### src/hw/rtl/twpi_pkg.sv
// ----------------------------------------------------------------------------
// twpi_pkg
// Shared widths, constants, types and helper functions of the tracking wheel
// pose integrator.
// ----------------------------------------------------------------------------
package twpi_pkg;

    // Tunable constants.
    localparam int CORDIC_STEPS  = 16;
    localparam int FRACTION_BITS = 16;

    // Arctangent table depth and the number of iterations actually run.
    localparam int ATAN_ENTRIES = 24;
    localparam int CORDIC_ITERS = (CORDIC_STEPS < ATAN_ENTRIES) ? CORDIC_STEPS : ATAN_ENTRIES;
    localparam int ITER_W       = $clog2(ATAN_ENTRIES);

    // Field widths.
    localparam int DIST_W  = 32;
    localparam int HEAD_W  = 17;
    localparam int OFF_W   = 19;
    localparam int POS_W   = 32;
    localparam int TDATA_W = 88;

    // Configuration port.
    localparam int CFG_IDX_W = 8;
    localparam logic [CFG_IDX_W-1:0] REG_X_OFFSET = 8'd0;
    localparam logic [CFG_IDX_W-1:0] REG_Y_OFFSET = 8'd1;

    // Internal widths.
    localparam int DELTA_W = DIST_W + 1;      // wheel delta
    localparam int DH_W    = HEAD_W + 1;      // heading delta
    localparam int RED_W   = 15;              // folded heading, +-9000
    localparam int LX_W    = DELTA_W + 1;     // corrected local delta
    localparam int CS_W    = FRACTION_BITS + 2;
    localparam int Z_W     = 35;              // CORDIC angle, Q32 radians
    localparam int ATAN_W  = 33;

    // Shared multiplier operand widths.
    localparam int MA_W   = OFF_W + DH_W;
    localparam int MB_W   = (CS_W > 21) ? CS_W : 21;
    localparam int PROD_W = MA_W + MB_W;
    localparam int SUM_W  = PROD_W + 1;
    localparam int G_W    = SUM_W - FRACTION_BITS;

    // pi/18000 in Q0.32.
    localparam logic signed [MB_W-1:0] RAD_PER_CDEG = MB_W'(749613);

    // CORDIC start vector: reciprocal of the asymptotic gain, rounded to FRACTION_BITS.
    localparam longint CORDIC_GAIN_Q32 = 64'sd2608131496;
    localparam longint GAIN_ROUNDED    =
        (CORDIC_GAIN_Q32 + (64'sd1 <<< (31 - FRACTION_BITS))) >>> (32 - FRACTION_BITS);
    localparam logic signed [CS_W-1:0] CORDIC_X0 = CS_W'(GAIN_ROUNDED);

    typedef struct packed {
        logic signed [RED_W-1:0] angle;
        logic                    flip;
    } heading_red_t;

    typedef struct packed {
        logic                  start;
        logic                  flip;
        logic signed [Z_W-1:0] angle;
    } cordic_req_t;

    typedef struct packed {
        logic busy;
    } cordic_status_t;

    function automatic logic signed [ATAN_W-1:0] atan_q32(input logic [ITER_W-1:0] idx);
        logic signed [ATAN_W-1:0] v;
        unique case (idx)
            5'd0:    v = 33'sd3373259426;
            5'd1:    v = 33'sd1991351317;
            5'd2:    v = 33'sd1052175346;
            5'd3:    v = 33'sd534100635;
            5'd4:    v = 33'sd268086748;
            5'd5:    v = 33'sd134174063;
            5'd6:    v = 33'sd67103403;
            5'd7:    v = 33'sd33553749;
            5'd8:    v = 33'sd16777131;
            5'd9:    v = 33'sd8388597;
            5'd10:   v = 33'sd4194303;
            5'd11:   v = 33'sd2097152;
            5'd12:   v = 33'sd1048576;
            5'd13:   v = 33'sd524288;
            5'd14:   v = 33'sd262144;
            5'd15:   v = 33'sd131072;
            5'd16:   v = 33'sd65536;
            5'd17:   v = 33'sd32768;
            5'd18:   v = 33'sd16384;
            5'd19:   v = 33'sd8192;
            5'd20:   v = 33'sd4096;
            5'd21:   v = 33'sd2048;
            5'd22:   v = 33'sd1024;
            5'd23:   v = 33'sd512;
            default: v = '0;
        endcase
        return v;
    endfunction

    // Reduces a heading to [-18000, 18000) and folds it into +-9000 centidegrees.
    function automatic heading_red_t reduce_heading(input logic signed [HEAD_W-1:0] h);
        logic signed [HEAD_W+1:0] m;
        heading_red_t             res;
        m = {{2{h[HEAD_W-1]}}, h} + 19'sd72000;
        for (int k = 0; k < 3; k++)
        begin
            if (m >= 19'sd36000)
            begin
                m = m - 19'sd36000;
            end
        end
        if (m >= 19'sd18000)
        begin
            m = m - 19'sd36000;
        end
        res.flip = 1'b0;
        if (m > 19'sd9000)
        begin
            m        = m - 19'sd18000;
            res.flip = 1'b1;
        end
        else if (m < -19'sd9000)
        begin
            m        = m + 19'sd18000;
            res.flip = 1'b1;
        end
        res.angle = m[RED_W-1:0];
        return res;
    endfunction

endpackage

### src/hw/rtl/tracking_wheel_pose_integrator_top.sv
// Items are handled one at a time: the iterative CORDIC and the single shared
// multiplier, used nine times per item, are reused for each item.
// The input is not ready while an item is in work or its result cannot be stored.
// Reset clears positions, previous distances, heading and offsets to zero at once.
// ----------------------------------------------------------------------------
// tracking_wheel_pose_integrator_top
// Two tracking wheel odometry: wheel and heading deltas, lever arm correction,
// rotation by the previous heading and saturating position accumulation.
// ----------------------------------------------------------------------------
module tracking_wheel_pose_integrator_top (
    input  logic                                  clk,
    input  logic                                  rst_n,
    // Input item: x_wheel_distance, y_wheel_distance, heading_angle, zero pad.
    input  logic [twpi_pkg::TDATA_W-1:0]          s_axis_tdata,
    input  logic                                  s_axis_tvalid,
    output logic                                  s_axis_tready,
    // Result item: x_position, y_position, heading_out, zero pad.
    output logic [twpi_pkg::TDATA_W-1:0]          m_axis_tdata,
    output logic                                  m_axis_tvalid,
    input  logic                                  m_axis_tready,
    input  logic                                  cfg_valid,
    output logic                                  cfg_ready,
    input  logic [twpi_pkg::CFG_IDX_W-1:0]        cfg_index,
    input  logic [twpi_pkg::OFF_W-1:0]            cfg_data
);
    import twpi_pkg::*;

    typedef enum logic [13:0] {
        S_IDLE = 14'h0001,
        S_MZ   = 14'h0002,
        S_MX1  = 14'h0004,
        S_MX2  = 14'h0008,
        S_MY1  = 14'h0010,
        S_MY2  = 14'h0020,
        S_LY   = 14'h0040,
        S_WAIT = 14'h0080,
        S_R1   = 14'h0100,
        S_R2   = 14'h0200,
        S_R3   = 14'h0400,
        S_R4   = 14'h0800,
        S_R5   = 14'h1000,
        S_ACC  = 14'h2000
    } state_t;

    state_t state_reg, state_next;

    logic signed [OFF_W-1:0]   offx_reg, offy_reg;
    logic signed [DIST_W-1:0]  prev_x_reg, prev_y_reg;
    logic signed [HEAD_W-1:0]  prev_h_reg;
    logic signed [POS_W-1:0]   pos_x_reg, pos_y_reg;
    logic signed [DIST_W-1:0]  xd_reg, yd_reg;
    logic signed [HEAD_W-1:0]  hd_reg;
    logic signed [DELTA_W-1:0] dx_reg, dy_reg;
    logic signed [DH_W-1:0]    dh_reg;
    logic signed [LX_W-1:0]    lx_reg, ly_reg;
    logic signed [SUM_W-1:0]   sum_x_reg, sum_y_reg;
    logic [TDATA_W-1:0]        out_data_reg;
    logic                      out_valid_reg;

    logic signed [DIST_W-1:0]  in_x, in_y;
    logic signed [HEAD_W-1:0]  in_h;
    logic                      in_xfer;
    logic                      out_free;
    heading_red_t              red;
    logic signed [MA_W-1:0]    mul_a;
    logic signed [MB_W-1:0]    mul_b;
    logic signed [PROD_W-1:0]  prod;
    logic signed [LX_W-1:0]    corr_delta;
    logic signed [POS_W-1:0]   new_x, new_y;
    cordic_req_t               cs_req;
    cordic_status_t            cs_status;
    logic signed [CS_W-1:0]    sin_val, cos_val;

    function automatic logic signed [LX_W-1:0] add_corr(
        input logic signed [DELTA_W-1:0] d,
        input logic signed [PROD_W-1:0]  p
    );
        logic signed [PROD_W-1:0] t;
        logic signed [LX_W-1:0]   c;
        t = p + (PROD_W'(1) <<< 31);
        t = t >>> 32;
        c = t[LX_W-1:0];
        return LX_W'(d) + c;
    endfunction

    function automatic logic signed [POS_W-1:0] sat_add(
        input logic signed [POS_W-1:0] acc,
        input logic signed [SUM_W-1:0] sum
    );
        logic signed [SUM_W-1:0] r;
        logic signed [G_W-1:0]   g;
        logic signed [G_W:0]     tot;
        logic signed [POS_W-1:0] res;
        r   = (sum + (SUM_W'(1) <<< (FRACTION_BITS - 1))) >>> FRACTION_BITS;
        g   = r[G_W-1:0];
        tot = (G_W+1)'(acc) + (G_W+1)'(g);
        priority if (tot[G_W:POS_W-1] == '0 || tot[G_W:POS_W-1] == '1)
        begin
            res = tot[POS_W-1:0];
        end
        else if (tot[G_W])
        begin
            res = {1'b1, {(POS_W-1){1'b0}}};
        end
        else
        begin
            res = {1'b0, {(POS_W-1){1'b1}}};
        end
        return res;
    endfunction

    assign in_x = s_axis_tdata[DIST_W-1:0];
    assign in_y = s_axis_tdata[2*DIST_W-1:DIST_W];
    assign in_h = s_axis_tdata[2*DIST_W+HEAD_W-1:2*DIST_W];

    assign s_axis_tready = (state_reg == S_IDLE);
    assign in_xfer       = s_axis_tvalid && s_axis_tready;
    assign out_free      = !out_valid_reg || m_axis_tready;
    assign cfg_ready     = 1'b1;

    assign red        = reduce_heading(prev_h_reg);
    assign corr_delta = add_corr((state_reg == S_MY1) ? dx_reg : dy_reg, prod);
    assign new_x      = sat_add(pos_x_reg, sum_x_reg);
    assign new_y      = sat_add(pos_y_reg, sum_y_reg);

    twpi_mul u_mul (
        .clk (clk),
        .a   (mul_a),
        .b   (mul_b),
        .p   (prod)
    );

    twpi_cordic u_cordic (
        .clk     (clk),
        .rst_n   (rst_n),
        .req     (cs_req),
        .status  (cs_status),
        .sin_val (sin_val),
        .cos_val (cos_val)
    );

    // Multiplier operand selection; the product is used in the next state.
    always_comb
    begin
        unique case (state_reg)
            S_MZ:
            begin
                mul_a = MA_W'(red.angle);
                mul_b = RAD_PER_CDEG;
            end
            S_MX1:
            begin
                mul_a = MA_W'(dh_reg);
                mul_b = MB_W'(offx_reg);
            end
            S_MX2, S_MY2:
            begin
                mul_a = prod[MA_W-1:0];
                mul_b = RAD_PER_CDEG;
            end
            S_MY1:
            begin
                mul_a = MA_W'(dh_reg);
                mul_b = MB_W'(offy_reg);
            end
            S_R1:
            begin
                mul_a = MA_W'(lx_reg);
                mul_b = MB_W'(cos_val);
            end
            S_R2:
            begin
                mul_a = MA_W'(ly_reg);
                mul_b = MB_W'(sin_val);
            end
            S_R3:
            begin
                mul_a = MA_W'(lx_reg);
                mul_b = MB_W'(sin_val);
            end
            S_R4:
            begin
                mul_a = MA_W'(ly_reg);
                mul_b = MB_W'(cos_val);
            end
            default:
            begin
                mul_a = '0;
                mul_b = '0;
            end
        endcase
    end

    always_comb
    begin
        cs_req.start = (state_reg == S_MX1);
        cs_req.flip  = red.flip;
        cs_req.angle = prod[Z_W-1:0];
    end

    always_comb
    begin
        state_next = state_reg;
        unique case (state_reg)
            S_IDLE:  if (in_xfer) state_next = S_MZ;
            S_MZ:    state_next = S_MX1;
            S_MX1:   state_next = S_MX2;
            S_MX2:   state_next = S_MY1;
            S_MY1:   state_next = S_MY2;
            S_MY2:   state_next = S_LY;
            S_LY:    state_next = S_WAIT;
            S_WAIT:  if (!cs_status.busy) state_next = S_R1;
            S_R1:    state_next = S_R2;
            S_R2:    state_next = S_R3;
            S_R3:    state_next = S_R4;
            S_R4:    state_next = S_R5;
            S_R5:    state_next = S_ACC;
            S_ACC:   if (out_free) state_next = S_IDLE;
            default: state_next = S_IDLE;
        endcase
    end

    always_ff @(posedge clk or negedge rst_n)
    begin
        if (!rst_n)
        begin
            state_reg     <= S_IDLE;
            offx_reg      <= '0;
            offy_reg      <= '0;
            prev_x_reg    <= '0;
            prev_y_reg    <= '0;
            prev_h_reg    <= '0;
            pos_x_reg     <= '0;
            pos_y_reg     <= '0;
            out_valid_reg <= 1'b0;
        end
        else
        begin
            state_reg <= state_next;
            if (cfg_valid && cfg_ready)
            begin
                if (cfg_index == REG_X_OFFSET)
                begin
                    offx_reg <= cfg_data;
                end
                else if (cfg_index == REG_Y_OFFSET)
                begin
                    offy_reg <= cfg_data;
                end
            end
            if (state_reg == S_ACC && out_free)
            begin
                pos_x_reg     <= new_x;
                pos_y_reg     <= new_y;
                prev_x_reg    <= xd_reg;
                prev_y_reg    <= yd_reg;
                prev_h_reg    <= hd_reg;
                out_valid_reg <= 1'b1;
            end
            else if (m_axis_tready)
            begin
                out_valid_reg <= 1'b0;
            end
        end
    end

    always_ff @(posedge clk)
    begin
        if (in_xfer)
        begin
            xd_reg <= in_x;
            yd_reg <= in_y;
            hd_reg <= in_h;
            dx_reg <= DELTA_W'(in_x) - DELTA_W'(prev_x_reg);
            dy_reg <= DELTA_W'(in_y) - DELTA_W'(prev_y_reg);
            dh_reg <= DH_W'(in_h) - DH_W'(prev_h_reg);
        end
        if (state_reg == S_MY1)
        begin
            lx_reg <= corr_delta;
        end
        if (state_reg == S_LY)
        begin
            ly_reg <= corr_delta;
        end
        if (state_reg == S_R2)
        begin
            sum_x_reg <= SUM_W'(prod);
        end
        if (state_reg == S_R3)
        begin
            sum_x_reg <= sum_x_reg - SUM_W'(prod);
        end
        if (state_reg == S_R4)
        begin
            sum_y_reg <= SUM_W'(prod);
        end
        if (state_reg == S_R5)
        begin
            sum_y_reg <= sum_y_reg + SUM_W'(prod);
        end
        if (state_reg == S_ACC && out_free)
        begin
            out_data_reg <= {{(TDATA_W - 2*POS_W - HEAD_W){1'b0}}, hd_reg, new_y, new_x};
        end
    end

    assign m_axis_tdata  = out_data_reg;
    assign m_axis_tvalid = out_valid_reg;

`ifndef SYNTHESIS
    a_accept_starts: assert property (@(posedge clk) disable iff (!rst_n)
        (s_axis_tvalid && s_axis_tready) |=> (state_reg == S_MZ))
        else $error("Input transfer did not start the sequence.");

    a_cordic_running: assert property (@(posedge clk) disable iff (!rst_n)
        (state_reg == S_MX2) |-> cs_status.busy)
        else $error("CORDIC is not running after its start.");

    a_cordic_done: assert property (@(posedge clk) disable iff (!rst_n)
        (state_reg == S_R1) |-> !cs_status.busy)
        else $error("Rotation started before CORDIC finished.");

    a_result_source: assert property (@(posedge clk) disable iff (!rst_n)
        $rose(m_axis_tvalid) |-> $past(state_reg == S_ACC))
        else $error("Result became valid outside the accumulate step.");
`endif

endmodule

### src/hw/rtl/twpi_mul.sv
// ----------------------------------------------------------------------------
// twpi_mul
// Shared signed multiplier with a registered product.
// ----------------------------------------------------------------------------
module twpi_mul (
    input  logic                               clk,
    input  logic signed [twpi_pkg::MA_W-1:0]   a,
    input  logic signed [twpi_pkg::MB_W-1:0]   b,
    output logic signed [twpi_pkg::PROD_W-1:0] p
);
    import twpi_pkg::*;

    logic signed [PROD_W-1:0] p_reg;
    logic signed [PROD_W-1:0] p_next;

    assign p_next = PROD_W'(a) * PROD_W'(b);

    always_ff @(posedge clk)
    begin
        p_reg <= p_next;
    end

    assign p = p_reg;

endmodule

### src/hw/rtl/twpi_cordic.sv
// ----------------------------------------------------------------------------
// twpi_cordic
// Iterative rotation-mode CORDIC, one micro-rotation per cycle, giving sine
// and cosine in Q1.FRACTION_BITS.
// ----------------------------------------------------------------------------
module twpi_cordic (
    input  logic                             clk,
    input  logic                             rst_n,
    input  twpi_pkg::cordic_req_t            req,
    output twpi_pkg::cordic_status_t         status,
    output logic signed [twpi_pkg::CS_W-1:0] sin_val,
    output logic signed [twpi_pkg::CS_W-1:0] cos_val
);
    import twpi_pkg::*;

    logic signed [CS_W-1:0]   x_reg, x_next;
    logic signed [CS_W-1:0]   y_reg, y_next;
    logic signed [Z_W-1:0]    z_reg, z_next;
    logic [ITER_W-1:0]        iter_reg, iter_next;
    logic                     busy_reg, busy_next;
    logic                     flip_reg, flip_next;
    logic signed [CS_W-1:0]   x_shift;
    logic signed [CS_W-1:0]   y_shift;
    logic signed [Z_W-1:0]    atan_step;

    // Arithmetic shifts floor, as the rotation requires.
    assign x_shift   = x_reg >>> iter_reg;
    assign y_shift   = y_reg >>> iter_reg;
    assign atan_step = Z_W'(atan_q32(iter_reg));

    always_comb
    begin
        x_next    = x_reg;
        y_next    = y_reg;
        z_next    = z_reg;
        iter_next = iter_reg;
        busy_next = busy_reg;
        flip_next = flip_reg;
        if (req.start)
        begin
            x_next    = CORDIC_X0;
            y_next    = '0;
            z_next    = req.angle;
            iter_next = '0;
            busy_next = 1'b1;
            flip_next = req.flip;
        end
        else if (busy_reg)
        begin
            if (!z_reg[Z_W-1])
            begin
                x_next = x_reg - y_shift;
                y_next = y_reg + x_shift;
                z_next = z_reg - atan_step;
            end
            else
            begin
                x_next = x_reg + y_shift;
                y_next = y_reg - x_shift;
                z_next = z_reg + atan_step;
            end
            iter_next = iter_reg + 1'b1;
            if (iter_reg == ITER_W'(CORDIC_ITERS - 1))
            begin
                busy_next = 1'b0;
            end
        end
    end

    always_ff @(posedge clk or negedge rst_n)
    begin
        if (!rst_n)
        begin
            iter_reg <= '0;
            busy_reg <= 1'b0;
            flip_reg <= 1'b0;
        end
        else
        begin
            iter_reg <= iter_next;
            busy_reg <= busy_next;
            flip_reg <= flip_next;
        end
    end

    always_ff @(posedge clk)
    begin
        x_reg <= x_next;
        y_reg <= y_next;
        z_reg <= z_next;
    end

    // Angles folded by 180 degrees come back with both results negated.
    assign sin_val     = flip_reg ? -y_reg : y_reg;
    assign cos_val     = flip_reg ? -x_reg : x_reg;
    assign status.busy = busy_reg;

endmodule
### config.mk
export PLATFORM = sky130hd
export DESIGN_NAME = tracking_wheel_pose_integrator_top
export DESIGN_NICKNAME = d
export VERILOG_FILES = /design/src/hw/rtl/twpi_pkg.sv /design/src/hw/rtl/tracking_wheel_pose_integrator_top.sv /design/src/hw/rtl/twpi_mul.sv /design/src/hw/rtl/twpi_cordic.sv
export SDC_FILE = /design/constraint.sdc
export NUM_CORES = 2
export LEC_CHECK = 0
export BUFFER_PORTS_ARGS = -buffer_cell sky130_fd_sc_hd__buf_2
export CORE_ASPECT_RATIO = 1.1
export CORE_MARGIN = 4
export CORE_UTILIZATION = 35
export CTS_CLUSTER_SIZE = 16
export DETAILED_ROUTE_END_ITERATION = 10
export PLACE_DENSITY_LB_ADDON = 0.08
export RECOVER_POWER = 100
export SYNTH_ARGS = -nofsm -noshare
export SYNTH_HDL_FRONTEND = slang
export SYNTH_SLANG_ARGS = --single-unit
### constraint.sdc
create_clock -name clk -period 35.6 [get_ports clk]
set_input_delay 3.56 -clock clk [delete_from_list [all_inputs] [get_ports clk]]
set_output_delay 3.56 -clock clk [all_outputs]
set_load 0.05 [all_outputs]
==> metrics.txt <==
# TYPE chip_impl_metric gauge
chip_impl_metric{name="powerDensity",unit="nW/µm²"} 72.0
chip_impl_metric{name="cts-buffers-inserted",unit=""} 96
chip_impl_metric{name="grt_pass1_vias",unit=""} 65676
chip_impl_info{name="status",value="finished with violations"} 1
chip_impl_info{name="r2r-start",value="prev_h_reg[6]$_DFFE_PN0P_"} 1
chip_impl_metric{name="timing.final.crit_share",unit="%"} 67.9
chip_impl_metric{name="timing.reg2reg.worst_path_depth",unit=""} 58
chip_impl_metric{name="global_route.overflow_total",unit=""} 0
chip_impl_metric{name="timing_hold_violations_final",unit=""} 0
chip_impl_metric{name="synth_edf_count",unit=""} 467
chip_impl_metric{name="skew",unit="ns"} 0.0477
chip_impl_info{name="min_path_type",value="reg -> reg"} 1
chip_impl_metric{name="min_path_cells",unit=""} 2
chip_impl_info{name="cts_tree",value="yes"} 1
chip_impl_metric{name="wl_per_cell",unit="µm"} 22.1
chip_impl_metric{name="antenna_found_initial",unit=""} 12
chip_impl_metric{name="drtAntennaViolNets",unit=""} 0
chip_impl_metric{name="synth_top_area_share",unit="%"} 19.1
chip_impl_metric{name="routed_via_density",unit=""} 5.27
chip_impl_metric{name="timing.final.setup_violations",unit=""} 0
chip_impl_metric{name="pin_count",unit=""} 211
chip_impl_metric{name="placementRows",unit=""} 185
chip_impl_metric{name="standby_leakage_power",unit="nW"} 39.4
chip_impl_metric{name="first_pass_drt_iterations",unit=""} 6
chip_impl_metric{name="synth.cell_area",unit="µm²"} 81100
chip_impl_info{name="crit-reg2reg-capture",value="u_mul.p[57]$_DFF_P_"} 1
chip_impl_metric{name="nNetsFinal",unit=""} 10493
chip_impl_metric{name="drv_cap",unit=""} 33
chip_impl_metric{name="gpl.final_weighted_congestion",unit=""} 0.861
chip_impl_metric{name="flip_flop_count_of_the_largest_register_after_layout",unit=""} 81
chip_impl_metric{name="overall_power_of_the_completed_layout",unit="mW"} 6.37
chip_impl_metric{name="grt_first_pass_wirelength",unit="µm"} 409000
chip_impl_metric{name="clkSinkCount",unit=""} 766
chip_impl_metric{name="clk-insertion-delay-late",unit="ns"} 0.73
chip_impl_metric{name="p_int",unit="mW"} 3.28
chip_impl_metric{name="grt.total_usage",unit="%"} 22.3
chip_impl_metric{name="remaining_drc_errors",unit=""} 0
chip_impl_metric{name="die_footprint",unit="µm²"} 240000
chip_impl_info{name="timing.critical_path.to_type",value="register"} 1
chip_impl_metric{name="clk_path_buf_depth",unit=""} 3
chip_impl_metric{name="post_synth_inst_count",unit=""} 9003
chip_impl_metric{name="worstMarginPinSlew",unit="ns"} 6.34
chip_impl_metric{name="area_delta_synth_final",unit="%"} 9.05
chip_impl_metric{name="period_minus_slack",unit="ns"} 24.17
chip_impl_metric{name="critical_path.max_fanout",unit=""} 21
chip_impl_metric{name="postCtsSetupBuffers",unit=""} 0
chip_impl_metric{name="max_freq",unit="MHz"} 41.4
chip_impl_info{name="cpMostUsedCell",value="sky130_fd_sc_hd__o21ai_0"} 1
chip_impl_metric{name="clk_pin_slew_worst_paths",unit="ns"} 0.06
chip_impl_metric{name="wl",unit="µm"} 269000
chip_impl_metric{name="core_region_area",unit="µm²"} 231000
chip_impl_metric{name="die_w",unit="µm"} 467
chip_impl_info{name="post_synth_main_area_contributors",value="sky130_fd_sc_hd__fa_1, sky130_fd_sc_hd__edfxtp_1, sky130_fd_sc_hd__ha_1"} 1
chip_impl_metric{name="pin_count_of_the_biggest_net_entering_global_routing",unit=""} 156
chip_impl_metric{name="postSynthRegisterBits",unit=""} 766
chip_impl_metric{name="dp.final_hpwl",unit="µm"} 207000
chip_impl_info{name="ctsRootBufferMaster",value="sky130_fd_sc_hd__clkbuf_16"} 1
chip_impl_metric{name="synth-seq-area-share",unit="%"} 25.9
chip_impl_metric{name="power_switching_share",unit="%"} 48.5
chip_impl_info{name="min_to",value="prev_y_reg[28]$_DFFE_PN0P_"} 1
chip_impl_metric{name="cp.arrival",unit="ns"} 24.73
chip_impl_metric{name="postSynthAreaPerCell",unit="µm²"} 9.01
chip_impl_metric{name="port_buffers",unit=""} 195
chip_impl_metric{name="relSlewSlack",unit="%"} -323
chip_impl_info{name="worstSetupPathType",value="reg -> reg"} 1
chip_impl_metric{name="hold_slack",unit="ns"} 0.447
chip_impl_metric{name="post_cts_resized",unit=""} 0
chip_impl_info{name="netlist.top_cell.by_area",value="sky130_fd_sc_hd__fa_1"} 1
chip_impl_metric{name="final_max_slew_viol_count",unit=""} 1470
chip_impl_metric{name="initialDrtViolationCount",unit=""} 4413
chip_impl_metric{name="vdd_ir_drop_max",unit="mV"} 0.0673
chip_impl_metric{name="p_comb_share",unit="%"} 63.0
chip_impl_metric{name="totalNegativeSetupSlack",unit="ns"} 0
chip_impl_info{name="violations",value="capacitance limit, slew limit"} 1
chip_impl_metric{name="worst-r2r-setup-slack",unit="ns"} 11.43
chip_impl_info{name="rsz0062_at_grt",value="no"} 1
chip_impl_metric{name="share_clk_of_total_power",unit="%"} 16.2
chip_impl_metric{name="starting_density_of_the_core",unit="%"} 35.2
chip_impl_metric{name="cp.required",unit="ns"} 36.16
chip_impl_metric{name="total_switching_power",unit="mW"} 3.09
chip_impl_metric{name="drive_gt1_share",unit="%"} 5.70
chip_impl_metric{name="post_cts_hold_buffer_count",unit=""} 0
chip_impl_metric{name="routed-via-count",unit=""} 64344
chip_impl_metric{name="ys_types",unit=""} 117
chip_impl_metric{name="timing.critical_path.slowest_cell_delay",unit="ns"} 1.26
chip_impl_metric{name="yosysWarningCount",unit=""} 0
chip_impl_info{name="cpMaxStageDelayCell",value="sky130_fd_sc_hd__o21ai_0"} 1
chip_impl_metric{name="final_util",unit="%"} 38.3
chip_impl_metric{name="postSynth.asyncResetShare",unit="%"} 26.8
chip_impl_info{name="min-delay-start",value="yd_reg[28]$_DFFE_PP_"} 1
chip_impl_metric{name="fp.dieH",unit="µm"} 513
chip_impl_info{name="critical_path.startpoint_type",value="register"} 1
chip_impl_metric{name="pwr-share-seq",unit="%"} 20.8
chip_impl_metric{name="h-tree-depth",unit=""} 3
chip_impl_info{name="synth_top_flop_cell",value="sky130_fd_sc_hd__edfxtp_1"} 1
[power groups by stage]
| stage | Sequential (mW) | Combinational, mW | Clock (mW) |
|---|---|---|---|
| 5_1_grt | 1.34 | 4.50 | 1.10 |
| 6_report | 1.33 | 4.01 | 1.03 |
| 4_1_cts | 1.32 | 4.03 | 1.07 |
| 2_1_floorplan | 1.25 | 2.95 | 0 |
| 3_3_place_gp | 1.33 | 3.97 | 0 |
| 3_5_place_dp | 1.33 | 4.00 | 0 |
[cell usage after synthesis, types with 46 or more instances]
master and instances:
sky130_fd_sc_hd__a211oi_1 76, sky130_fd_sc_hd__nand2_1 776, sky130_fd_sc_hd__a31oi_1 49, sky130_fd_sc_hd__a21o_1 129, sky130_fd_sc_hd__edfxtp_1 467, sky130_fd_sc_hd__mux2i_1 53, sky130_fd_sc_hd__nand2b_1 85, sky130_fd_sc_hd__o21bai_1 80
sky130_fd_sc_hd__mux2_2 92, sky130_fd_sc_hd__xnor2_1 412, sky130_fd_sc_hd__buf_1 46, sky130_fd_sc_hd__xor2_1 194, sky130_fd_sc_hd__buf_2 64, sky130_fd_sc_hd__fa_1 774, sky130_fd_sc_hd__clkbuf_1 261, sky130_fd_sc_hd__and2_1 120
sky130_fd_sc_hd__dfxtp_1 94, sky130_fd_sc_hd__nor2b_1 77, sky130_fd_sc_hd__a21oi_1 717, sky130_fd_sc_hd__o21a_1 71, sky130_fd_sc_hd__o21ai_1 214, sky130_fd_sc_hd__o21ai_0 488, sky130_fd_sc_hd__nor3_1 113, sky130_fd_sc_hd__ha_1 553
sky130_fd_sc_hd__nor2_1 605, sky130_fd_sc_hd__a22oi_1 52, sky130_fd_sc_hd__inv_1 1298, sky130_fd_sc_hd__dfrtp_1 204, sky130_fd_sc_hd__and3_1 82, sky130_fd_sc_hd__nand3_1 131
[routing by layer]
metal  wire [µm]  track usage [%]  part of all wire, %
met3       12900             2.81                  4.8
met4        8610             6.67                  3.2
met2      130000             37.9                   48
met5           0                0                    0
met1      118000             29.5                   44
[critical path: cells and delay by family, from the launching register on]
kind | cells | cell delay, ns
and+or+nand+nor | 12 | 3.72
AOI/OAI and AO/OA | 28 | 12.91
xor gates and xnor gates | 3 | 0.85
buffers and inverters | 5 | 1.55
adders and majority gates | 10 | 4.24
DFF | 1 | 0.67
[logic make-up after synthesis]
group,after synthesis,share of synthesized area [%]
other cells,2,0.00926
compound gates,2249,17.0
fa+ha+maj,1327,27.6
buf+inv,1693,8.02
flops,766,25.9
xor+xnor,611,6.64
mux,155,2.19
simple gates,2200,12.6
[how the worst max path moves through the flow]
stage	start	endpoint	slack, ns
global route	prev_h_reg[6]$_DFFE_PN0P_	u_mul.p[57]$_DFF_P_	9.83
detailed placement	prev_h_reg[6]$_DFFE_PN0P_	u_mul.p[57]$_DFF_P_	14.78
finish	prev_h_reg[6]$_DFFE_PN0P_	u_mul.p[57]$_DFF_P_	11.43
CTS	prev_h_reg[6]$_DFFE_PN0P_	u_mul.p[57]$_DFF_P_	14.76
global placement	prev_h_reg[6]$_DFFE_PN0P_	u_mul.p[57]$_DFF_P_	14.84
floorplan	prev_h_reg[6]$_DFFE_PN0P_	u_mul.p[56]$_DFF_P_	21.25
[cells in the final DEF, fill, tap and decap left out, types with 77 or more instances in the layout]
master and count:
sky130_fd_sc_hd__nand2b_1 85, sky130_fd_sc_hd__ha_1 553, sky130_fd_sc_hd__xnor2_1 413, sky130_fd_sc_hd__and2_1 112, sky130_fd_sc_hd__dfxtp_1 94, sky130_fd_sc_hd__fa_1 774
sky130_fd_sc_hd__a21oi_1 716, sky130_fd_sc_hd__xor2_1 194, sky130_fd_sc_hd__and3_1 82, sky130_fd_sc_hd__nor2_1 604, sky130_fd_sc_hd__dfrtp_1 201, sky130_fd_sc_hd__clkbuf_16 96
sky130_fd_sc_hd__nor3_1 111, sky130_fd_sc_hd__inv_1 1299, sky130_fd_sc_hd__o21ai_1 211, sky130_fd_sc_hd__a21o_1 129, sky130_fd_sc_hd__o21bai_1 77, sky130_fd_sc_hd__mux2_2 90
sky130_fd_sc_hd__edfxtp_1 467, sky130_fd_sc_hd__nand3_1 131, sky130_fd_sc_hd__nor2b_1 77, sky130_fd_sc_hd__nand2_1 774, sky130_fd_sc_hd__o21ai_0 490, sky130_fd_sc_hd__buf_4 104
sky130_fd_sc_hd__clkbuf_1 220
[area by class of cell]
class                           count  area (µm²)
Fill cell                       23609      142000
Multi-Input combinational cell   6550       53700
Sequential cell                   766       21000
Inverter                         1302        4890
Tap cell                         3085        3860
Clock buffer                      131        2630
Timing Repair Buffer              330        1680
Clock inverter                     48         648
Antenna cell                        4        10.0
[through the flow]
step / worst slack (ns) / instance area [µm²] / std cells
3_3_place_gp: 14.84 / 85600 / 12033
4_1_cts: 14.76 / 88900 / 12212
6_report: 11.43 / 88500 / 12216
5_1_grt: 9.83 / 88500 / 12214
2_1_floorplan: 21.25 / 81200 / 9009
3_5_place_dp: 14.78 / 85600 / 12033
Power figures use the tool's default switching activity.
